`config.mk`:
```
export PLATFORM = sky130hd
export DESIGN_NAME = salc_ctrl
export DESIGN_NICKNAME = d
export VERILOG_FILES = /design/src/sv/salc_pkg.sv /design/src/sv/salc_ctrl.sv
export SDC_FILE = /design/constraint.sdc
export NUM_CORES = 1
export LEC_CHECK = 0
export BUFFER_PORTS_ARGS = -buffer_cell sky130_fd_sc_hd__buf_2
export CAP_MARGIN = 20
export CELL_PAD_IN_SITES_DETAIL_PLACEMENT = 1
export CELL_PAD_IN_SITES_GLOBAL_PLACEMENT = 2
export CORE_AREA = 2 2 39 41
export CTS_BUF_LIST = sky130_fd_sc_hd__clkbuf_8
export DETAILED_ROUTE_END_ITERATION = 10
export DIE_AREA = 0 0 41 43
export GPL_ROUTABILITY_DRIVEN = 0
export PLACE_DENSITY_LB_ADDON = 0.12
export REMOVE_ABC_BUFFERS = 1
export SLEW_MARGIN = 20
export SYNTH_ARGS = -nofsm -noshare
export SYNTH_HDL_FRONTEND = slang
export SYNTH_SLANG_ARGS = --single-unit
```
`constraint.sdc`:
```
create_clock -name clk -period 2.23 [get_ports clk]
set_clock_uncertainty 0.2 [all_clocks]
set_input_delay 0.1115 -clock clk [delete_from_list [all_inputs] [get_ports clk]]
set_output_delay 0.1115 -clock clk [all_outputs]
set_load 0.03 [all_outputs]
```
`src/sv/salc_pkg.sv`:
```
// Shared constants, types and command struct for the cache tag model.
package salc_pkg;
	localparam int SETS       = 256;
	localparam int WAYS       = 8;
	localparam int ADDR_W     = 32;
	localparam int SET_W      = $clog2(SETS);
	localparam int WAY_W      = $clog2(WAYS);
	localparam int CNT_W      = 32;
	localparam int CFG_W      = 4;
	localparam int CFG_IDX_W  = 2;

	localparam logic [CFG_IDX_W-1:0] REG_OFFSET = 2'd0;
	localparam logic [CFG_IDX_W-1:0] REG_INDEX  = 2'd1;
	localparam logic [CFG_IDX_W-1:0] REG_WAYS   = 2'd2;

	localparam logic [1:0] FUNC_READ  = 2'd0;
	localparam logic [1:0] FUNC_WRITE = 2'd1;
	localparam logic [1:0] FUNC_FETCH = 2'd2;
	localparam logic [1:0] FUNC_NONE  = 2'd3;

	typedef logic [WAY_W-1:0] way_t;

	typedef struct packed {
		logic [WAYS-1:0][ADDR_W-1:0] tag;
		logic [WAYS-1:0]             valid;
		logic [WAYS-1:0]             dirty;
		way_t [WAYS-1:0]             lru;
	} row_t;

	typedef struct packed {
		logic load;
		logic commit;
	} cmd_t;
endpackage

```
`src/sv/salc_ctrl.sv`:
```
// Controller: lookup sequencing and output handshake.
module salc_ctrl import salc_pkg::*; (
	input  logic clk,
	input  logic arst_n,
	input  logic in_valid,
	output logic in_ready,
	output logic out_valid,
	input  logic out_ready,
	output cmd_t cmd
);
	typedef enum logic [1:0] {
		ST_IDLE   = 2'b01,
		ST_LOOKUP = 2'b10
	} state_t;

	state_t state_q;
	logic   out_valid_q;

	assign in_ready   = (state_q == ST_IDLE);
	assign cmd.load   = in_ready && in_valid;
	assign cmd.commit = (state_q == ST_LOOKUP) && (!out_valid_q || out_ready);
	assign out_valid  = out_valid_q;

	always_ff @(posedge clk or negedge arst_n) begin
		if (!arst_n) begin
			state_q     <= ST_IDLE;
			out_valid_q <= 1'b0;
		end else begin
			case (state_q)
				ST_IDLE: begin
					if (cmd.load)
						state_q <= ST_LOOKUP;
				end
				ST_LOOKUP: begin
					if (cmd.commit)
						state_q <= ST_IDLE;
				end
				default: state_q <= ST_IDLE;
			endcase
			if (cmd.commit)
				out_valid_q <= 1'b1;
			else if (out_ready)
				out_valid_q <= 1'b0;
		end
	end
endmodule

```
==> flow_summary.ini <==
[pwr]
cellPowerDensity_mw_per_mm2 = 1060
net_switching_power_figure_mw = 0.0678
clkPwrFrac = 0.567
combinationalPowerShare = 0.181
sequentialPowerShare = 0.252
power_leakage_nw = 0.127
total_power_mw = 0.266
irDropWorstVdd_uv = 367
p_int_mw = 0.198
swShare = 0.255

[placed_design]
placement.setup.worst_slack_ps = 1010
placedInstanceArea_um2 = 185
numPortBuffers = 7
place.detailed.instances = 34
hpwlAfterDp_um = 277

[hold_path]
min-delay-path-class = in -> async

[status]
status = complete, no violations

[critical_path]
critPathSlowestCell = sky130_fd_sc_hd__dfstp_2
path_class = reg -> out
worst_ep_required_time_ps = 1920
worst-path-buf-inv = 1
start_kind = register
cpLargestDelayFamily = flip-flops
worst-endpoint-arrival_ps = 1130
path_cells = nand2b_1 > nor2b_1 > buf_2
critPathMaxStageDelay_ps = 520
end_kind = output pin
worst-path-max-fanout = 4

[sta]
timing.final.crit_share = 0.646
tightest_slew_ps = 161
setup_repair_after_global_routing_missed_its_margin = no
max_clock_freq_ghz = 0.694
timing.hold.ws_ps = 30.8
setup_viol_count_final = 0
post-route-min-period_ps = 1440
report.final.slew_viol_count = 0
finalWorstSetupSlack_ps = 790
number_of_hold_slack_violations_in_the_final_timing_report = 0
final.setup.tns_ps = 0
slew_headroom = 0.893

[grt]
grt_first_pass_wirelength_um = 572
grt_start_max_net_pins = 5
grt_pass1_vias = 142
grt_antenna_before_repair = 0
groute.usage.overall = 0.0604
grt.overflow.total = 0

[floorplanning]
die_y_um = 43
row_count = 14
core_area_mm2 = 0.00138
num_io_pins = 8
die_x_um = 41
initial_utilization = 0.0940
fp.dieArea_mm2 = 0.00176

[clocking]
cts_tree = built
cts.root.buffer_cell = sky130_fd_sc_hd__clkbuf_8
cts_max_path_buffers = 2
cts_max_level = 1
number_of_buffers_created_by_cts = 3
clock_sink_count = 3
latest_clock_arrival_within_the_worst_skew_pair_ps = 210
cts.clk_slew.worst_paths_ps = 30

[synthesis]
synth_commonest_cells = 2 x sky130_fd_sc_hd__dfrtp_1, 2 x sky130_fd_sc_hd__nand2b_1, 2 x sky130_fd_sc_hd__nor2b_1
synth.area.mux_share = 0
edff_count_synth = 0
synthXorXnorAreaFrac = 0
synthCells = 11
syn-mean-instance-area_um2 = 11.8
mappedNetlistArea_um2 = 130
main_combinational_cell_family_by_area_after_synthesis = simple AND/OR/NAND/NOR gates
yosys_warnings = 0
simple_gate_share_of_the_synthesized_area = 0.288
ys_ff_latch = 3
yosysSeqAreaShare = 0.587
synth_compound_gate_area_share = 0.125
synthesized_area_fraction_occupied_by_adder_cells = 0
top_area_cells_in_the_synthesized_netlist = sky130_fd_sc_hd__dfrtp_1 38%, sky130_fd_sc_hd__dfstp_2 20%, sky130_fd_sc_hd__nand2b_1 9.6%, sky130_fd_sc_hd__nor2b_1 9.6%, sky130_fd_sc_hd__a2bb2oi_1 6.7%
share_of_yosys_cell_area_claimed_by_the_top_area_cell_type = 0.385
ys_async_sr_fraction = 1.00
yosysUniqueCellTypes = 8
yosys.area.top_type = sky130_fd_sc_hd__dfrtp_1
dominantRegCellSynth = sky130_fd_sc_hd__dfrtp_1

[layout]
diodes = 0
fin_area_um2 = 250
nets = 29
post_route_cells_drive_above_1_share = 0.458
layout.core_utilization = 0.181
syn_to_final_growth_pct = 92.3
finalNonFillerCells = 40

[drt]
dr.first_iter.drc_count = 0
first_pass_iters = 1
finalWirelength_um = 343
vias_per_cell = 3.00
drt_drc_violations_left = 0
detail-route-antenna-nets = 0
wl_per_cell_um = 8.58
route.vias.total = 120

[run]
max_cap_viol_count = 0
-- flip-flops by register name (all words and copies together), names as in the netlist --
register	cells
out_valid	1
state_q	2
-- power by group through the flow --
stage          Clock [mW]  Sequential [mW]  Combinational, mW
3_3_place_gp            0           0.0686             0.0473
5_1_grt             0.165           0.0677             0.0526
6_report            0.151           0.0670             0.0482
4_1_cts             0.158           0.0673             0.0496
2_1_floorplan           0           0.0712             0.0273
3_5_place_dp            0           0.0678             0.0467
-- cell families (layout without fill, tap and decap cells) --
logic type             Yosys count  count (layout)
AND/OR/NAND/NOR                  6               6
AO/OA/AOI/OAI                    2               2
flip-flops                       3               3
buffers and inverters            0              13
-- timing repair --
| item | CTS | global route |
|---|---|---|
| hold buffers | 2 | 0 |
| endpoints found under the hold margin | 4 | 0 |
| gates resized for setup | 0 | 0 |
| setup buffers | 0 | 0 |
-- routing by layer --
metal | vias to the layer above | track usage | part of all wire
li1 | 62 | - | -
met1 | 53 | 0.0583 | 0.43
met2 | 5 | 0.0531 | 0.47
met3 | 0 | 0.0524 | 0.10
met4 | 0 | 0.100 | 0
met5 | - | 0 | 0
-- cells in the final DEF (no fill, tap or decap) --
cell type	Yosys	final
sky130_fd_sc_hd__a2bb2oi_1	1	1
sky130_fd_sc_hd__dfstp_2	1	1
sky130_fd_sc_hd__dlygate4sd3_1	0	2
sky130_fd_sc_hd__nor2b_1	2	2
sky130_fd_sc_hd__inv_1	0	1
sky130_fd_sc_hd__o21bai_1	1	1
sky130_fd_sc_hd__and3b_1	1	1
sky130_fd_sc_hd__clkbuf_8	0	3
sky130_fd_sc_hd__nand2b_1	2	2
sky130_fd_sc_hd__nand2_1	1	1
sky130_fd_sc_hd__dfrtp_1	2	2
sky130_fd_sc_hd__buf_2	0	7
-- final cells by class --
type | instances | area [µm²]
timing repair buffer | 9 | 55.1
tap | 16 | 20.0
multi-input combinational | 8 | 53.8
clock buffer | 3 | 41.3
sequential | 3 | 76.3
clock inverter | 1 | 3.75
fill | 171 | 1130
-- worst paths after layout --
| path | startpoint | end | slack [ps] | cells past startpoint |
|---|---|---|---|---|
| worst max-delay path | state_q[0] | cmd[0] | 790 | 3 |
| worst min-delay path | arst_n | state_q[1] | 30 | 2 |
| worst min register to register | out_valid | out_valid | 350 | 2 |
| min in group clk | out_ready | out_valid | 30 | 3 |
| max in group asynchronous | arst_n | state_q[0] | 1610 | 2 |
| worst max register to register | state_q[0] | state_q[0] | 1070 | 2 |
(Power assumes the default switching activity.)
